<file path="config.mk">
export PLATFORM = sky130hd
export DESIGN_NAME = line_detect_moving_average
export DESIGN_NICKNAME = d
export VERILOG_FILES = /design/src/hw/rtl/ldma_pkg.sv /design/src/hw/rtl/line_detect_moving_average.sv /design/src/hw/rtl/ldma_ram.sv /design/src/hw/rtl/ldma_eval.sv
export SDC_FILE = /design/constraint.sdc
export NUM_CORES = 1
export LEC_CHECK = 0
export ABC_CLOCK_PERIOD_IN_PS = 7700
export BUFFER_PORTS_ARGS = -buffer_cell sky130_fd_sc_hd__clkbuf_2
export CORE_MARGIN = 8
export CORE_UTILIZATION = 48
export CTS_BUF_LIST = sky130_fd_sc_hd__clkbuf_2
export CTS_CLUSTER_SIZE = 10
export DETAILED_ROUTE_END_ITERATION = 12
export GPL_TIMING_DRIVEN = 0
export PLACE_DENSITY_LB_ADDON = 0.05
export SETUP_SLACK_MARGIN = 0.02
export SLEW_MARGIN = 20
export SYNTH_ARGS = -nofsm -noshare
export SYNTH_HDL_FRONTEND = slang
export SYNTH_SLANG_ARGS = --single-unit
</file>
<file path="constraint.sdc">
create_clock -name clk -period 7.7 [get_ports clk]
set_clock_uncertainty 0.1 [all_clocks]
set_input_delay 1.155 -clock clk [delete_from_list [all_inputs] [get_ports clk]]
set_output_delay 1.155 -clock clk [all_outputs]
set_load 0.03 [all_outputs]
</file>
<file path="src/hw/rtl/ldma_pkg.sv">
// Shared types, codes and constants for the line detector.
// Used by the top level and by the evaluation logic; depends on nothing.
package ldma_pkg;

  localparam int READ_W     = 10;
  localparam int ANGLE_W    = 9;
  localparam int SIDE_W     = 2;
  localparam int SIDE_COUNT = 3;
  localparam int CFG_ADDR_W = 2;

  typedef logic [READ_W-1:0]         reading_t;
  typedef logic signed [ANGLE_W-1:0] angle_t;
  typedef logic [SIDE_W-1:0]         side_code_t;
  typedef logic [CFG_ADDR_W-1:0]     cfg_addr_t;

  // Sensor group codes. The fourth code selects no group.
  localparam side_code_t SIDE_LEFT  = 2'd0;
  localparam side_code_t SIDE_RIGHT = 2'd1;
  localparam side_code_t SIDE_FRONT = 2'd2;
  localparam side_code_t SIDE_NONE  = 2'd3;

  // Register indexes on the configuration port.
  localparam cfg_addr_t REG_THR_LEFT  = 2'd0;
  localparam cfg_addr_t REG_THR_RIGHT = 2'd1;
  localparam cfg_addr_t REG_THR_FRONT = 2'd2;

  localparam reading_t THR_RESET = 10'd512;

  // Steering corrections in degrees.
  localparam angle_t ANGLE_LEFT  = -9'sd90;
  localparam angle_t ANGLE_RIGHT = 9'sd90;
  localparam angle_t ANGLE_FRONT = 9'sd180;
  localparam angle_t ANGLE_NONE  = 9'sd0;

  function automatic angle_t side_angle(input side_code_t side);
    angle_t a;
    unique case (side)
      SIDE_LEFT:  a = ANGLE_LEFT;
      SIDE_RIGHT: a = ANGLE_RIGHT;
      SIDE_FRONT: a = ANGLE_FRONT;
      SIDE_NONE:  a = ANGLE_NONE;
    endcase
    return a;
  endfunction

endpackage

</file>
<file path="src/hw/rtl/line_detect_moving_average.sv">
// Top level of the moving-average line detector for three sensor groups.
// Depends on ldma_pkg, ldma_ram and ldma_eval.
//
// One reading is accepted every clock cycle unless the output stalls, and
// each gives one result via the second stage and the output register. The
// rate is set by the single ring RAM of 3 x AVERAGE_DEPTH entries: the oldest
// entry is read when the reading is accepted and replaced as it leaves the
// second stage, which may share a cycle with the next read, with a bypass for the
// depth-one case. The running totals, write positions and thresholds live
// in flip-flops. The RAM needs no clearing pass after reset: each side has
// a wrap flag, and until its ring has wrapped once the oldest entry reads
// as zero. Side code three changes no state and returns zero.
module line_detect_moving_average #(
  parameter int AVERAGE_DEPTH = 8
) (
  input  logic                       clk,
  input  logic                       rst_n,
  // Input stream.
  input  logic                       in_tvalid,
  output logic                       in_tready,
  input  logic [15:0]                in_tdata,  // [9:0] reading, rest zero
  input  logic [1:0]                 in_tuser,  // [1:0] side
  // Result stream.
  output logic                       out_tvalid,
  input  logic                       out_tready,
  output logic [15:0]                out_tdata, // [0] on_line, [9:1] correction_angle
  // Configuration writes.
  input  logic                       cfg_wr_en,
  input  ldma_pkg::cfg_addr_t        cfg_addr,
  input  ldma_pkg::reading_t         cfg_wdata
);
  import ldma_pkg::*;

  localparam int LOG_D   = $clog2(AVERAGE_DEPTH);
  localparam int TOTAL_W = READ_W + LOG_D;
  localparam int POS_W   = (AVERAGE_DEPTH > 1) ? LOG_D : 1;
  localparam int RING_D  = SIDE_COUNT * AVERAGE_DEPTH;
  localparam int ADDR_W  = $clog2(RING_D);
  localparam logic [POS_W-1:0] POS_LAST = POS_W'(AVERAGE_DEPTH - 1);

  typedef logic [TOTAL_W-1:0] total_t;
  typedef logic [POS_W-1:0]   pos_t;
  typedef logic [ADDR_W-1:0]  addr_t;

  // Per-side state.
  reading_t           thr_r   [SIDE_COUNT];
  pos_t               pos_r   [SIDE_COUNT];
  total_t             total_r [SIDE_COUNT];
  logic [SIDE_COUNT-1:0] full_r;

  // Second stage: the accepted reading, aligned with RAM read data.
  logic       s1_v_r;
  side_code_t s1_side_r;
  reading_t   s1_reading_r;
  addr_t      s1_addr_r;
  logic       s1_old_valid_r;
  logic       s1_fwd_r;
  reading_t   s1_fwd_data_r;

  // Output register.
  logic        out_v_r;
  logic [15:0] out_data_r;

  logic       in_acc;
  logic       s1_adv;
  side_code_t in_side;
  reading_t   in_reading;
  logic       in_real;
  logic       s1_real;
  pos_t       in_pos;
  addr_t      rd_addr;
  logic       ram_we;
  reading_t   ram_q;
  reading_t   old_entry;
  total_t     cur_total;
  total_t     new_total;
  reading_t   cur_thr;
  logic       on_line;
  angle_t     angle;
  logic [1:0] s1_idx;
  logic [1:0] in_idx;

  // Handshake: the second stage moves on when the output register is free.
  assign s1_adv    = s1_v_r && (!out_v_r || out_tready);
  assign in_tready = !s1_v_r || s1_adv;
  assign in_acc    = in_tvalid && in_tready;

  assign in_side    = in_tuser;
  assign in_reading = in_tdata[READ_W-1:0];
  assign in_real    = (in_side != SIDE_NONE);
  assign s1_real    = (s1_side_r != SIDE_NONE);
  assign in_idx     = in_real ? in_side : SIDE_LEFT;
  assign s1_idx     = s1_real ? s1_side_r : SIDE_LEFT;

  // Ring address of the oldest entry for the incoming side.
  assign in_pos  = pos_r[in_idx];
  assign rd_addr = ADDR_W'(in_idx) * ADDR_W'(AVERAGE_DEPTH) + ADDR_W'(in_pos);
  assign ram_we  = s1_adv && s1_real;

  ldma_ram #(
    .WIDTH (READ_W),
    .DEPTH (RING_D)
  ) u_ring (
    .clk     (clk),
    .wr_en   (ram_we),
    .wr_addr (s1_addr_r),
    .wr_data (s1_reading_r),
    .rd_en   (in_acc),
    .rd_addr (rd_addr),
    .rd_data (ram_q)
  );

  // Oldest entry: zero until the ring wrapped, bypassed on a same-cycle write.
  always_comb begin
    if (!s1_old_valid_r) begin
      old_entry = '0;
    end else if (s1_fwd_r) begin
      old_entry = s1_fwd_data_r;
    end else begin
      old_entry = ram_q;
    end
  end

  assign cur_total = total_r[s1_idx];
  assign cur_thr   = thr_r[s1_idx];

  ldma_eval #(
    .AVERAGE_DEPTH (AVERAGE_DEPTH)
  ) u_eval (
    .old_entry (old_entry),
    .reading   (s1_reading_r),
    .total     (cur_total),
    .threshold (cur_thr),
    .new_total (new_total),
    .on_line   (on_line)
  );

  assign angle = side_angle(s1_side_r);

  // Write positions and wrap flags advance when a reading with a side is accepted.
  always_ff @(posedge clk) begin
    if (!rst_n) begin
      for (int s = 0; s < SIDE_COUNT; s++) begin
        pos_r[s] <= '0;
      end
      full_r <= '0;
    end else if (in_acc && in_real) begin
      if (in_pos == POS_LAST) begin
        pos_r[in_idx]  <= '0;
        full_r[in_idx] <= 1'b1;
      end else begin
        pos_r[in_idx] <= in_pos + 1'b1;
      end
    end
  end

  // Running totals update as the reading leaves the second stage.
  always_ff @(posedge clk) begin
    if (!rst_n) begin
      for (int s = 0; s < SIDE_COUNT; s++) begin
        total_r[s] <= '0;
      end
    end else if (ram_we) begin
      total_r[s1_idx] <= new_total;
    end
  end

  // Threshold registers; writes beyond the last index are dropped.
  always_ff @(posedge clk) begin
    if (!rst_n) begin
      for (int s = 0; s < SIDE_COUNT; s++) begin
        thr_r[s] <= THR_RESET;
      end
    end else if (cfg_wr_en) begin
      unique case (cfg_addr)
        REG_THR_LEFT:  thr_r[0] <= cfg_wdata;
        REG_THR_RIGHT: thr_r[1] <= cfg_wdata;
        REG_THR_FRONT: thr_r[2] <= cfg_wdata;
        default: ;
      endcase
    end
  end

  // Second stage control.
  always_ff @(posedge clk) begin
    if (!rst_n) begin
      s1_v_r <= 1'b0;
    end else if (in_acc) begin
      s1_v_r <= 1'b1;
    end else if (s1_adv) begin
      s1_v_r <= 1'b0;
    end
  end

  // Second stage payload.
  always_ff @(posedge clk) begin
    if (in_acc) begin
      s1_side_r      <= in_side;
      s1_reading_r   <= in_reading;
      s1_addr_r      <= rd_addr;
      s1_old_valid_r <= full_r[in_idx];
      s1_fwd_r       <= ram_we && (s1_addr_r == rd_addr);
      s1_fwd_data_r  <= s1_reading_r;
    end
  end

  // Output register.
  always_ff @(posedge clk) begin
    if (!rst_n) begin
      out_v_r <= 1'b0;
    end else if (s1_adv) begin
      out_v_r <= 1'b1;
    end else if (out_tready) begin
      out_v_r <= 1'b0;
    end
  end

  always_ff @(posedge clk) begin
    if (s1_adv) begin
      out_data_r <= {6'd0, angle, on_line && s1_real};
    end
  end

  assign out_tvalid = out_v_r;
  assign out_tdata  = out_data_r;

  // A result without a correction angle never reports a line.
  a_none_no_line: assert property (@(posedge clk) disable iff (!rst_n)
    (out_tvalid && (out_tdata[9:1] == 9'd0)) |-> !out_tdata[0])
    else $error("on_line set for a result without a side");

  // The input side only stalls while the second stage holds a reading.
  a_stall_cause: assert property (@(posedge clk) disable iff (!rst_n)
    !in_tready |-> (s1_v_r && out_v_r && !out_tready))
    else $error("input stalled without a held reading");

  // Once a ring has wrapped, its flag stays set.
  a_full_sticky: assert property (@(posedge clk) disable iff (!rst_n)
    1'b1 |=> ((full_r & $past(full_r)) == $past(full_r)))
    else $error("ring wrap flag cleared");

  // A reading with no side leaves the write positions alone.
  a_none_no_pos: assert property (@(posedge clk) disable iff (!rst_n)
    (in_acc && (in_side == SIDE_NONE)) |=>
      ($stable(pos_r[0]) && $stable(pos_r[1]) && $stable(pos_r[2])))
    else $error("write position moved for a reading with no side");

endmodule

</file>
<file path="src/hw/rtl/ldma_ram.sv">
// Generic single-clock RAM, one write port and one read port with
// registered read data. No dependencies.
module ldma_ram #(
  parameter int WIDTH = 10,
  parameter int DEPTH = 24
) (
  input  logic                     clk,
  input  logic                     wr_en,
  input  logic [$clog2(DEPTH)-1:0] wr_addr,
  input  logic [WIDTH-1:0]         wr_data,
  input  logic                     rd_en,
  input  logic [$clog2(DEPTH)-1:0] rd_addr,
  output logic [WIDTH-1:0]         rd_data
);

  logic [WIDTH-1:0] mem [DEPTH];

  // Write port.
  always_ff @(posedge clk) begin
    if (wr_en) begin
      mem[wr_addr] <= wr_data;
    end
  end

  // Read port; data holds while no read is requested.
  always_ff @(posedge clk) begin
    if (rd_en) begin
      rd_data <= mem[rd_addr];
    end
  end

endmodule

</file>
<file path="src/hw/rtl/ldma_eval.sv">
// Per-reading evaluation: running total update, moving average and
// line decision. Depends on ldma_pkg.
module ldma_eval #(
  parameter int AVERAGE_DEPTH = 8
) (
  input  ldma_pkg::reading_t                              old_entry,
  input  ldma_pkg::reading_t                              reading,
  input  logic [ldma_pkg::READ_W+$clog2(AVERAGE_DEPTH)-1:0] total,
  input  ldma_pkg::reading_t                              threshold,
  output logic [ldma_pkg::READ_W+$clog2(AVERAGE_DEPTH)-1:0] new_total,
  output logic                                            on_line
);
  import ldma_pkg::*;

  localparam int LOG_D   = $clog2(AVERAGE_DEPTH);
  localparam int TOTAL_W = READ_W + LOG_D;
  // Exact floor division of any TOTAL_W-bit value by a reciprocal.
  localparam int RECIP_SH = TOTAL_W + LOG_D;
  localparam int RECIP_W  = RECIP_SH + 1;
  localparam int PROD_W   = TOTAL_W + RECIP_W;
  localparam logic [RECIP_W-1:0] RECIP =
    RECIP_W'(((64'd1 << RECIP_SH) + AVERAGE_DEPTH - 1) / AVERAGE_DEPTH);

  logic [TOTAL_W:0]   sum_ext;
  logic [PROD_W-1:0]  prod;
  reading_t           average;
  logic [READ_W:0]    mid_sum;
  reading_t           midpoint;

  // The oldest entry is part of the total, so the difference never wraps.
  assign sum_ext   = {1'b0, total} + (TOTAL_W+1)'(reading) - (TOTAL_W+1)'(old_entry);
  assign new_total = sum_ext[TOTAL_W-1:0];

  // Moving average by multiplication with the depth's reciprocal.
  assign prod    = PROD_W'(new_total) * PROD_W'(RECIP);
  assign average = prod[RECIP_SH +: READ_W];

  // Midpoint of the average and the threshold, rounded down.
  assign mid_sum  = {1'b0, average} + {1'b0, threshold};
  assign midpoint = mid_sum[READ_W:1];
  assign on_line  = (reading > midpoint);

endmodule
</file>
# --- After elaboration in Yosys (flattened, before gate mapping) ---
# Memories as Yosys holds them, arrays and structs flattened. A register that Yosys moved wholly into a read port is not among the register bits.
# Cells that the tools add are included.
op_classes:
  eq_ne: 9
  bitwise: 5
  mux: 48
  n_addsub: 5
  magnitude_cmp: 3
  reduce_logical: 18
ops:
  columns: ["op", "count"]
  rows:
  - ["$mux W10", 5]
  - ["$pmux W9 S4", 1]
  - ["$mux W1", 33]
  - ["$add A13 B10 Y13", 1]
  - ["$mux W13", 1]
  - ["$reduce_or A13 Y1", 1]
  - ["$sub A13 B10 Y13", 1]
  - ["$add A10 B10 Y11", 1]
  - ["$gt A10 B10 Y1", 1]
  - ["$mux W2", 4]
  - ["$logic_and A1 B1 Y1", 7]
  - ["$eq A2 B2 Y1 const B", 3]
  - ["$mux W3", 2]
  - ["$add A5 B3 Y5", 1]
  - ["$eq A5 B5 Y1", 1]
  - ["$eq A2 B1 Y1 const B", 2]
  - ["$logic_not A2 Y1", 2]
  - ["$ne A2 B2 Y1 const B", 2]
  - ["$or A1 B1 Y1", 4]
  - ["$reduce_bool A2 Y1", 2]
  - ["$add A3 B1 Y3 const B", 1]
  - ["$eq A3 B3 Y1 const B", 1]
  - ["$lt A2 B3 Y1 const B", 1]
  - ["$or A3 B3 Y3", 1]
  - ["other kinds (7)", 9]
totals:
  mem_count: 4
  word_cells: 102
  register_bits: 44
  mem_bits_rw: 318
  in_bits: 35
  output_inout_bits: 18
memory_table:
  columns: ["memory", "depth", "word_bits", "read_ports", "rd_clocked_by_memory_dff", "write_ports", "line_no", "rtl"]
  rows:
  - ["u_ring.mem", 24, 10, 1, 1, 1, "ldma_ram.sv:16", "logic [WIDTH-1:0] mem [DEPTH];"]
  - ["total_r", 3, 13, 1, 0, 3, "line_detect_moving_average.sv:48", "total_t total_r [SIDE_COUNT];"]
  - ["thr_r", 3, 10, 1, 0, 3, "line_detect_moving_average.sv:46", "reading_t thr_r [SIDE_COUNT];"]
  - ["pos_r", 3, 3, 1, 0, 3, "line_detect_moving_average.sv:47", "pos_t pos_r [SIDE_COUNT];"]

# --- Depth between registers and ports, before layout ---
# Gate-level depths: netlist of the first run.
depth:
  ltp_word: 12
  depth_mapped: 28
  mapped_depth_nobuf: 26

# --- Modules after synthesis ---
# A second synthesis of the first run with hierarchy kept.
unflattened:
  hier_cells: 1049
  area_unflattened_um2: 17088.9
modules_own_cells:
  columns: ["module", "n_inst", "area_each_um2", "cells_per_inst", "seq_area_each_um2"]
  rows:
  - ["ldma_ram", 1, 9765.6, 481, 7507.2]
  - ["line_detect_moving_average", 1, 5773.0, 365, 3973.8]
  - ["ldma_eval", 1, 1550.2, 203, 0.0]

# --- Worst setup path after synthesis of the first run ---
# No wires, ideal clock.
synth_timing:
  kind: "reg2reg"
  start: "reg s1_side_r[1]"
  end: "reg out_data_r[0], in the netlist out_tdata[0], data pin"
  setup_slack_ps: 1585
  path_stages_with_launch: 27
  path_buffers: 2
  synth_period_minus_slack_ps: 6115
  setup_time_ps: 259
  required_time_ps: 7341
  arrival_time_ps: 5756
  cell_sequence: "edfxtp_1 inv_1 ha_1 buf_2 buf_1 mux4_2 inv_1 fa_1 inv_1 ha_1 a21oi_1 a21o_1 and2_1 xor2_1 inv_1 ha_1 and3_1 a221oi_1 o21ai_0 a21oi_1 xor2_1 ha_1 a21boi_0 o21a_1 o21ai_0 a21oi_1 o31a_1"
synth_between:
  elab_chain_len: 8
  word_cells_on_any_way: 9
  cone_classes: "3 x add/sub; 1 x order compare; 1 x eq/ne; 1 x mux; 1 x reduce/logical; 2 x memory"
synth_rtl:
  columns: ["item", "line_no", "rtl"]
  rows:
  - ["from (decl)", "line_detect_moving_average.sv:53", "side_code_t s1_side_r;"]
  - ["from (signal assigned)", "line_detect_moving_average.sv:198", "s1_side_r <= in_side;"]
  - ["$ne A2 B2 Y1", "line_detect_moving_average.sv:91", "assign s1_real = (s1_side_r != SIDE_NONE);"]
  - ["$mux W2 *", "line_detect_moving_average.sv:93", "assign s1_idx = s1_real ? s1_side_r : SIDE_LEFT;"]
  - ["$mem_v2 Z3 W13 *", null, null]
  - ["$add A13 B10 Y13 *", "ldma_eval.sv:31", "assign sum_ext = {1'b0, total} + (TOTAL_W+1)'(reading) - (TOTAL_W+1)'(old_entry);"]
  - ["$sub A13 B10 Y13 *", "ldma_eval.sv:31", null]
  - ["named net new_total[5]", "line_detect_moving_average.sv:76", "total_t new_total;"]
  - ["$add A10 B10 Y11 *", "ldma_eval.sv:39", "assign mid_sum = {1'b0, average} + {1'b0, threshold};"]
  - ["$gt A10 B10 Y1 *", "ldma_eval.sv:41", "assign on_line = (reading > midpoint);"]
  - ["$logic_and A1 B1 Y1 *", "line_detect_moving_average.sv:220", "out_data_r <= {6'd0, angle, on_line && s1_real};"]
  - ["to (signal assigned)", "line_detect_moving_average.sv:220", null]
  - ["to (decl)", "line_detect_moving_average.sv:62", "logic [15:0] out_data_r;"]
# The timed path passes the listed nets; every way through them passes the cells marked *.
# A chain may end at the register's enable or synchronous reset.

# --- Final worst setup path of the first run ---
layout_timing:
  start: "reg s1_side_r[0]"
  end: "reg out_data_r[0], in the netlist out_tdata[0], data pin"
# Same word-level chain as after synthesis.

==> summary.md, run 1 <==
| Metric | Value |
|---|---|
| Num rows | `between 60 and 70` |
| Mapped cell area | `~17000 um2` |
| Die area | `about 41000 um2` |
| Peak VDD IR | `~0.11 mV` |
| WP data arrival | `about 7.5 ns` |
| Routability congestion estimate | `slightly below 0.8` |
| Share of layout cells above drive strength 1 | `between 20% and 30%` |
| PwrDens | `roughly 250 nW/um2` |
| Antenna Nets Post-Route | `0` |
| Dpl hpwl | `~25000 um` |
| Residual DRC | `0` |
| Post-layout min period | `6.95 ns` |
| Setup-failing EPs final | `0` |
| Worst EP required | `between 8 and 9 ns` |
| Post-Route WL | `37100 um` |
| Area Overhead vs Synth | `10.9%` |
| Count of hold buffers inserted by post-cts repair | `0` |
| Leakage | `between 0.006 and 0.007 uW` |
| Hold Path Class | `primary input to flip-flop` |
| Cell taking the most area after synthesis | `edfxtp_1` |
| Worst Path Max Fanout | `10` |
| Total CTS buffers | `98` |
| Sequential-to-total area share from yosys stat | `between 60% and 70%` |
| Synth top area share | `68.0%` |
| Hold path endpoint | `s1_reading_r[3]$_DFFE_PP_` |
| Vias per Instance | `approximately 5.4` |
| Number of fill cells in the layout | `between 2000 and 3000` |
| WS Path Type | `flip-flop to flip-flop` |
| Total GRT Usage | `between 10% and 20%` |
| Reg2Reg Setup Slack | `0.75 ns` |
| Initial Utilization | `48.6%` |
| Routed WL per cell | `about 22 um` |
| Hold_ws | `about 0.32 ns` |
| Worst Tran Pin Value | `between 1 and 1.5 ns` |
| Die height | `slightly above 200 um` |
| Initial antenna violation count | `1` |
| Die width | `approximately 200 um` |
| Synth Register Bits | `between 300 and 400` |
| Final period util | `about nine tenths` |
| Avg Cell Area, Syn | `about 17 um2` |
| Clock buffer depth | `3` |
| Post-CTS resize count | `0` |
| Max_cap viols | `0` |
| Final Hold Fails | `0` |
| CTS root buffer | `clkbuf_2` |
| Status | `finished, final reports clean` |
| Commonest non-fill, non-tap cell in the layout | `edfxtp_1` |
| CTS tree | `built` |
| Core ar. | `around 34000 um2` |
| Synth top area cells | `edfxtp_1, mux4_2, ha_1, mux2i_1, nor2_1` |
| Max Clk Rate | `~0.14 GHz` |
| Setup tns final | `0 ns` |
| Nets@finish | `1240` |
| Slew Limit Fails | `0` |
| Hold-critical path depth | `1` |
| R2r worst-path depth | `27` |
| Ports | `53` |
| Later-pin clock latency in the skew report | `0.95 ns` |
| Via count | `approximately 9000` |
| Hold Startpoint | `in_tdata[3]` |
| Unrepaired setup endpoints after global routing | `false` |
| H-tree levels | `3` |
| Vias in the first global route | `roughly 9200` |
| Clock transition at path regs | `between 0.1 and 0.15 ns` |
| Area of the multi-input gates | `roughly 4800 um2` |
| Syn Inst Count | `around 1000` |
| Total grt overflow | `0` |
| Detailed Route Iter0 Violations | `568` |
| Critical R2R Launch | `s1_side_r[0]$_DFFE_PP_` |
| Worst setup SP type | `flip-flop` |
| Post-CTS setup buffers | `0` |
| Max_slew headroom | `a little over a quarter` |
| Critical R2R Capture | `out_tdata[0]$_DFFE_PP_` |
| IO Port Bufs | `39` |
| First-pass GRT wire length | `55800 um` |
| Worst setup EP type | `flip-flop` |
| CTS Sinks | `384` |
| Number of library cell types mapped by synthesis | `48` |
| Register area | `~11000 um2` |
| Largest net degree at the start of global routing | `28` |
| Ys Warns | `0` |
| Commonest cells after routing, fill and taps aside | `edfxtp_1, clkbuf_2, mux4_2` |
| First drt pass iteration count | `5` |
==> cell usage after synthesis (all sizes together) <==
cell     instances
o31ai            1
fa              11
nor3            22
or3b             2
conb             1
and4             2
ha              43
nand4            4
a31oi            4
a221o           10
a21boi           1
nand2b           6
nand2           35
nor2            73
or4              1
nor3b            1
mux2i           31
edfxtp         379
a221oi           1
a211oi           2
buf             21
xnor3            1
dfxtp            5
o21a             3
clkbuf          26
or2              2
o221ai           1
o21bai           1
or3              1
mux2            20
o21ai           27
nand3b           5
and3             8
nor2b           21
inv             71
and2            17
mux4            76
a21oi           21
xor2            11
xnor2           10
a21o             5
o211ai           2
nand3            7
o31a             1
a2111oi          2
==> report_power, final <==
part / switching (uW) / leakage (uW) / internal (uW)
Combinational: 581 / 0.00248 / 403
Sequential: 34.6 / 0.00358 / 2370
Clock: 804 / 0.000628 / 483
Total: 1420 / 0.00669 / 3260
==> layer usage <==
layer | vias to the layer above | GRT usage (%) | share of wire, %
li1 | 4175 | - | -
met4 | 0 | 6.24 | 1.7
met3 | 37 | 3.78 | 4.9
met1 | 4523 | 26.4 | 47
met5 | - | 0 | 0
met2 | 229 | 27.1 | 46
==> how the worst max path moves through the flow <==
stage | from | to | cells past startpoint
floorplan | s1_side_r[1]$_DFFE_PP_ | out_tdata[0]$_DFFE_PP_ | 26
global placement | s1_side_r[1]$_DFFE_PP_ | out_tdata[0]$_DFFE_PP_ | 27
detailed placement | s1_side_r[1]$_DFFE_PP_ | out_tdata[0]$_DFFE_PP_ | 27
CTS | s1_side_r[1]$_DFFE_PP_ | out_tdata[0]$_DFFE_PP_ | 27
global route | s1_side_r[0]$_DFFE_PP_ | out_tdata[0]$_DFFE_PP_ | 25
finish | s1_side_r[0]$_DFFE_PP_ | out_tdata[0]$_DFFE_PP_ | 27
==> area by class of cell <==
type / instances / share of cell area, %
Tap cell: 455 / 3.07
Multi-Input combinational cell: 499 / 25.7
Inverter: 71 / 1.44
Buffer: 47 / 1.34
Timing Repair Buffer: 50 / 2.20
Antenna cell: 1 / 0.0135
Clock buffer: 139 / 3.75
Sequential cell: 384 / 61.9
Clock inverter: 23 / 0.587
==> cells by family after synthesis <==
| family | count (synthesis) | synth area share [%] |
|---|---|---|
| AOI/OAI and AO/OA | 82 | 3.12 |
| xor gates and xnor gates | 22 | 1.23 |
| adders and majority gates | 54 | 4.53 |
| buffers and inverters | 118 | 3.05 |
| DFF | 384 | 68.6 |
| muxes | 127 | 13.4 |
| other | 1 | 0.0224 |
| and+or+nand+nor | 207 | 6.02 |
==> metrics by stage <==
stage / cells / instance area [um2] / power, uW / utilization [%] / worst slack (ns)
detailed placement: 1503 / 17700 / 3440 / 51.4 / 0.370
CTS: 1665 / 18500 / 4730 / 53.7 / 0.324
floorplan: 1001 / 16800 / 3140 / - / 1.58
finish: 1669 / 18600 / 4680 / 53.8 / 0.751
global placement: 1495 / 17500 / 3420 / 50.9 / 0.324
global route: 1669 / 18600 / 4940 / 53.8 / 0.147
==> registers in the layout (all words and copies together), names as in the netlist, 2 cells and up <==
register	flops
s1_addr_r	5
pos_r	12
s1_side_r	2
thr_r	30
full_r	3
total_r	52
u_ring.rd_data	10
s1_fwd_data_r	10
out_tdata	6
s1_reading_r	10
u_ring.mem	240
==> critical path, stage by stage (launching register included) <==
cell and delay, ns:
edfxtp_1 0.46, inv_1 0.13, ha_1 0.15, clkbuf_1 0.33, clkbuf_1 0.51, mux4_2 0.35
inv_1 0.08, fa_1 0.51, inv_1 0.04, ha_1 0.33, nand2_1 0.09, a21o_1 0.16
a21oi_1 0.14, o21ai_0 0.18, a2111oi_0 0.53, a211oi_1 0.22, inv_1 0.13, ha_1 0.28
nor3_1 0.10, and4_1 0.20, a2111oi_0 0.51, o221ai_1 0.24, xor2_1 0.19, ha_1 0.30
nand4_1 0.10, nor3_1 0.16, nor3_1 0.07, o31a_1 0.12
(Power assumes the default switching activity.)
==> run 2, diff against run 1 <==
Settings changed: ABC_AREA set to 1.
==> summary.md, run 2 <==
| Metric | Value |
|---|---|
| Clock transition at path regs | `0.09 ns (-0.03 ns)` |
| Leakage | `0.00735 uW (+9.9%)` |
| Layout Utilization | `53.8% (about the same)` |
| Post-CTS resize count | `0 (unchanged)` |
| First drt pass iteration count | `5 (unchanged)` |
| Detailed Route Iter0 Violations | `916 (+61%)` |
| Post-route setup slack | `0.721 ns (-0.0303 ns)` |
| Share of layout cells above drive strength 1 | `16.6% (-10 points)` |
| Commonest non-fill, non-tap cell in the layout | `edfxtp_1` |
| WS Path Type | `flip-flop to flip-flop` |
| Setup tns final | `0 ns (unchanged)` |
| CTS tree | `built` |
| Hold Path Class | `primary input to flip-flop` |
| Status | `finished, final reports clean` |
| Worst Path Max Fanout | `10 (unchanged)` |
| Synth Register Bits | `384 (unchanged)` |
| Worst path most repeated cell | `nand2_1` |
| Final instance area | `19100 um2 (+2.7%)` |
| Die area | `42100 um2 (+2.5%)` |
| Synth top area cells | `edfxtp_1, nor2_1, o21ai_0, ha_1, nand2_1` |
| Main synth FF type | `edfxtp_1` |
| Count of hold buffers inserted by post-cts repair | `0 (unchanged)` |
| Num rows | `69 (+1.5%)` |
| Antenna Nets Post-Route | `0 (unchanged)` |
| Max_slew headroom | `20.7% (-5.6 points)` |
| Routability congestion estimate | `0.878 (+11%)` |
| Biggest regs | `u_ring.mem (240), total_r (52), thr_r (30)` |
| Vias per Instance | `5.39 (+0.31%)` |
| Hold_ws | `0.291 ns (-0.0256 ns)` |
| Die width | `205 um (+1.2%)` |
| Nets@finish | `1738 (+40%)` |
| Via count | `11729 (+31%)` |
| Clock buffer depth | `3 (unchanged)` |
| Worst EP required | `8.40 ns (+0.13 ns)` |
| Dpl hpwl | `30500 um (+23%)` |
| Ports | `53 (unchanged)` |
| Met3 WL | `3130 um (+70%)` |
| Worst setup SP type | `flip-flop` |
| Number of library cell types mapped by synthesis | `44 (-8.3%)` |
| Total CTS buffers | `99 (+1.0%)` |
| Area of placed instances | `18200 um2 (+3.1%)` |
| Later-pin clock latency in the skew report | `0.95 ns (about the same)` |
| Total GRT Usage | `21.1% (+3.0 points)` |
| Core ar. | `35400 um2 (+2.7%)` |
| Crit path from | `s1_side_r[1]$_DFFE_PP_` |
| First-pass GRT wire length | `66600 um (+19%)` |
| Wl on met1 | `20400 um (+16%)` |
| Post-Route WL | `44100 um (+19%)` |
| Mapped cell area | `17200 um2 (+2.7%)` |
| Max FFs per register | `240 (unchanged)` |
| Slew Limit Fails | `0 (unchanged)` |
| Worst setup EP type | `flip-flop` |
| CTS root buffer | `clkbuf_2` |
| Vias in the first global route | `11264 (+22%)` |
| Peak VDD IR | `0.133 mV (+16%)` |
| Commonest cells in the netlist | `edfxtp_1, nor2_1, nand2_1, o21ai_0, inv_1` |
| Syn Inst Count | `1491 (+50%)` |
| Synth top area share | `66.2% (-1.8 points)` |
| Number of flops mapped to enable cells by yosys | `379 (unchanged)` |
| Worst Tran Pin Value | `1.19 ns (+0.0886 ns)` |
| Routed WL per cell | `20.2 um (-9.1%)` |
| Die height | `205 um (+1.2%)` |
| Cell taking the most area after synthesis | `edfxtp_1` |
| IO Port Bufs | `38 (-2.6%)` |
| Area Overhead vs Synth | `10.9% (about the same)` |
| DR WL met2 | `19700 um (+16%)` |
| Largest net degree at the start of global routing | `34 (+21%)` |
| Post-layout min period | `6.98 ns (+0.0303 ns)` |
| Max layer used | `met4` |
| Setup-failing EPs final | `0 (unchanged)` |
| Top-count cell post-synth | `edfxtp_1` |
| Final period util | `90.6% (+0.39 points)` |
| Total grt overflow | `0 (unchanged)` |
| Residual DRC | `0 (unchanged)` |
| Final Hold Fails | `0 (unchanged)` |
| Slowest stage delay, CP | `0.52 ns (about the same)` |
| Max Clk Rate | `0.143 GHz (-0.43%)` |
| Critical R2R Launch | `s1_side_r[1]$_DFFE_PP_` |
| WP data arrival | `7.68 ns (+0.17 ns)` |
| Top reg by flops | `u_ring.mem` |
| Post-CTS setup buffers | `0 (unchanged)` |
| Unrepaired setup endpoints after global routing | `false` |
| Commonest cells after routing, fill and taps aside | `edfxtp_1, nor2_1, clkbuf_2` |
| Initial antenna violation count | `2 (+1)` |
| Initial Utilization | `48.5% (about the same)` |
| Slowest CP cell | `fa_1` |
| Hold Startpoint | `in_tdata[1]` |
| Pre-CTS WS | `0.743 ns (+0.372 ns)` |
| Sequential-to-total area share from yosys stat | `66.8% (-1.8 points)` |
| CTS Sinks | `384 (unchanged)` |
| H-tree levels | `3 (unchanged)` |
| Avg Cell Area, Syn | `11.5 um2 (-31%)` |
| PwrDens | `255 nW/um2 (+1.1%)` |
| Ys Warns | `0 (unchanged)` |
| Synth async-reset ratio | `0% (unchanged)` |
| Max_cap viols | `0 (unchanged)` |
## run 2: changes by cell type in the layout (fill, tap and decap cells not counted), sizes merged, moves of 27 or more
cell   previous run  this run
o21ai            27       162
inv              73       119
nand3             7        87
nand2            35       145
buf              30        64
nor2             73       301
mux4             76         0
mux2i            31         0
a21oi            21        48
## run 2: through the flow
step / power (uW) / cells
floorplan: 3240 / 1497
global placement: 3560 / 1996
detailed placement: 3590 / 2009
CTS: 4890 / 2176
global route: 5150 / 2177
finish: 4850 / 2177
## run 2: path summary, 6_finish.rpt
kind / to / slack, ns / depth (start not counted)
min: s1_reading_r[1]$_DFFE_PP_ / 0.29 / 1
min reg2reg: full_r[1]$_SDFFE_PN0P_ / 0.39 / 2
max reg2reg: out_tdata[0]$_DFFE_PP_ / 0.72 / 30
max: out_tdata[0]$_DFFE_PP_ / 0.72 / 30
## run 2: layout make-up
cell class	instances	area [um2]
fill	3221	16300
sequential	384	11500
multi-input combinational	913	4830
clock buffer	149	746
tap	461	577
inverter	122	459
timing repair buffer	51	453
buffer	78	440
clock inverter	18	68.8
antenna	1	2.50
## run 2: power breakdown
group          total [uW]  switching [uW]  leakage, uW  internal [uW]
Sequential           2400            29.5      0.00358           2370
Combinational        1150             756      0.00312            389
Clock                1310             802     0.000652            504
Total                4850            1590      0.00735           3270
## run 2: critical path: cells and delay by family, from the launching register on
kind,cells,cell delay (ns)
buf+inv,6,1.23
simple gates,10,1.22
flops,1,0.44
fa+ha+maj,5,1.96
compound gates,8,1.49
xor+xnor,1,0.37
## run 2: layer usage
metal | vias up | GRT usage, %
li1 | 5577 | -
met1 | 5712 | 30.3
met2 | 388 | 31.7
met3 | 52 | 4.75
met4 | 0 | 7.00
met5 | - | 0
## run 2: kinds of logic after synthesis
family | Yosys count | share of synthesized area [%]
AO/OA/AOI/OAI | 272 | 9.04
XOR/XNOR | 20 | 1.06
buffers and inverters | 200 | 5.24
flip-flops | 384 | 66.8
AND/OR/NAND/NOR | 560 | 13.4
adder cells (fa/ha/maj) | 54 | 4.41
other | 1 | 0.0218
==> run 3, diff against run 2 <==
Settings changed: ABC_CLOCK_PERIOD_IN_PS 7700 to 6350, GPL_TIMING_DRIVEN 0 to unset, SKIP_LAST_GASP set to 1.
Clock period 7.7 ns to 6.35 ns, I/O delays scaled along.
==> summary.md, run 3 (synthesis gave the netlist of run 2 again) <==
| Metric | Value |
|---|---|
| Status | `finished, final reports clean` |
| Routed WL per cell | `19.3 um (-4.6%)` |
| Post-Route WL | `41300 um (-6.3%)` |
| Ports | `53 (unchanged)` |
| Biggest regs | `u_ring.mem (240), total_r (52), thr_r (30)` |
| Setup tns final | `0 ns (unchanged)` |
| Max Clk Rate | `0.167 GHz (+16%)` |
| H-tree levels | `3 (unchanged)` |
| Vias per Instance | `5.31 (-1.4%)` |
| IO Port Bufs | `39 (+2.6%)` |
| Leakage | `0.00723 uW (-1.6%)` |
| Max_cap viols | `0 (unchanged)` |
| Final instance area | `18900 um2 (-0.90%)` |
| Vias in the first global route | `11258 (-0.053%)` |
| Crit path from | `s1_side_r[0]$_DFFE_PP_` |
| Routability congestion estimate | `0.820 (-6.6%)` |
| Slew Limit Fails | `0 (unchanged)` |
| Later-pin clock latency in the skew report | `0.96 ns (about the same)` |
| Top reg by flops | `u_ring.mem` |
| Nets@finish | `1698 (-2.3%)` |
| First drt pass iteration count | `5 (unchanged)` |
| CTS tree | `built` |
| Worst EP required | `6.90 ns (-1.50 ns)` |
| Slowest CP cell | `fa_1` |
| Largest net degree at the start of global routing | `71 (+110%)` |
| Initial Utilization | `48.5% (unchanged)` |
| Commonest non-fill, non-tap cell in the layout | `edfxtp_1` |
| Met3 Resource Use GR | `4.00% (-0.76 points)` |
| Area of placed instances | `17800 um2 (-2.3%)` |
| WS Path Type | `flip-flop to flip-flop` |
| WP data arrival | `6.55 ns (-1.13 ns)` |
| CTS Sinks | `384 (unchanged)` |
| Worst setup EP type | `flip-flop` |
| Worst Path Max Fanout | `16 (+6)` |
| Grt met1 use | `27.4% (-2.9 points)` |
| Number of fill cells in the layout | `3198 (-0.71%)` |
| Worst Tran Pin Value | `1.10 ns (-0.0939 ns)` |
| Setup-failing EPs final | `0 (unchanged)` |
| Die area | `42100 um2 (unchanged)` |
| Clock buffer depth | `3 (unchanged)` |
| Commonest cells after routing, fill and taps aside | `edfxtp_1, nor2_1, clkbuf_2` |
| Die height | `205 um (unchanged)` |
| CTS root buffer | `clkbuf_2` |
| Pre-CTS WS | `0.239 ns (-0.504 ns)` |
| Core ar. | `35400 um2 (unchanged)` |
| Met2 usage | `30.9% (-0.73 points)` |
| GRT Max-Usage Layer | `met2` |
| Total GRT Usage | `19.8% (-1.4 points)` |
| Max FFs per register | `240 (unchanged)` |
| Initial antenna violation count | `1 (-1)` |
| Worst setup SP type | `flip-flop` |
| Hold Path Class | `primary input to flip-flop` |
| Post-layout min period | `6.00 ns (-0.983 ns)` |
| Final Hold Fails | `0 (unchanged)` |
| Slowest stage delay, CP | `0.51 ns (about the same)` |
| Residual DRC | `0 (unchanged)` |
| Dpl hpwl | `25800 um (-15%)` |
| Clock transition at path regs | `0.10 ns (about the same)` |
| First-pass GRT wire length | `63200 um (-5.1%)` |
| Max_slew headroom | `26.6% (+6.0 points)` |
| Final period util | `94.4% (+3.8 points)` |
| Critical R2R Launch | `s1_side_r[0]$_DFFE_PP_` |
| Post-route setup slack | `0.354 ns (-0.367 ns)` |
| Peak VDD IR | `0.152 mV (+14%)` |
| Num rows | `69 (unchanged)` |
| Hold Startpoint | `in_tdata[5]` |
| PwrDens | `313 nW/um2 (+23%)` |
| Antenna Nets Post-Route | `0 (unchanged)` |
| Total grt overflow | `0 (unchanged)` |
| Detailed Route Iter0 Violations | `834 (-9.0%)` |
| Hold_ws | `0.141 ns (-0.150 ns)` |
| Area Overhead vs Synth | `9.90%` |
| Total CTS buffers | `97 (-2.0%)` |
| Via count | `11358 (-3.2%)` |
| Die width | `205 um (unchanged)` |
| Unrepaired setup endpoints after global routing | `false` |
| Share of layout cells above drive strength 1 | `16.6% (+0.077 points)` |
| Total Power | `5920 uW (+22%)` |
==> run 3: cell types whose count changed in the layout (fill, tap and decap cells not counted), moves of 7 or more <==
cell           delta
buf_4            +29
clkbuf_1         -27
buf_2            -25
clkbuf_2          -9
dlygate4sd3_1     +9
buf_6             -8
buf_8             -7
==> run 3: power by group <==
part / total (uW) / switching (uW) / internal (uW)
clock network: 1590 / 962 / 623
logic: 1430 / 924 / 503
registers: 2900 / 25.5 / 2880
total: 5920 / 1910 / 4000
==> run 3: critical path, delay by kind of cell, from the launching register on <==
kind,cells,cell delay (ns)
buf+inv,7,0.98
compound gates,7,1.28
xor+xnor,1,0.24
fa+ha+maj,5,1.76
flops,1,0.41
simple gates,8,0.90
==> run 3: metrics by stage <==
| step | utilization [%] | instances |
|---|---|---|
| after global routing | 53.4 | 2139 |
| after CTS | 53.0 | 2131 |
| after global placement | 50.3 | 1955 |
| final | 53.4 | 2139 |
| after floorplan | - | 1497 |
| after detailed placement | 50.3 | 1955 |
==> run 3: final cells by class <==
cell class / count / area (um2) / area share, %
sequential: 384 / 11500 / 60.8
multi-input combinational: 913 / 4890 / 25.9
clock buffer: 139 / 696 / 3.68
timing repair buffer: 91 / 628 / 3.33
tap: 461 / 577 / 3.05
inverter: 122 / 468 / 2.48
clock inverter: 28 / 138 / 0.729
antenna: 1 / 2.50 / 0.0133
==> run 3: routing by layer <==
layer,wire [um],vias up
li1,-,5490
met1,18900,5508
met2,19100,307
met3,2520,53
met4,748,0
met5,0,-
==> run 3: final timing paths <==
| kind | to | slack (ns) | depth (start not counted) |
|---|---|---|---|
| max reg2reg | out_tdata[0]$_DFFE_PP_ | 0.35 | 28 |
| max | out_tdata[0]$_DFFE_PP_ | 0.35 | 28 |
| min | s1_reading_r[5]$_DFFE_PP_ | 0.14 | 1 |
| min reg2reg | full_r[1]$_SDFFE_PN0P_ | 0.38 | 2 |
==> run 3: timing repair <==
| action | 4_1_cts | 5_1_grt |
|---|---|---|
| hold buffers | 9 | 0 |
| setup buffers | 0 | 7 |
| endpoints found under the hold margin | 9 | 0 |
| setup endpoints to repair | 0 | 1 |
| resized for setup | 0 | 14 |
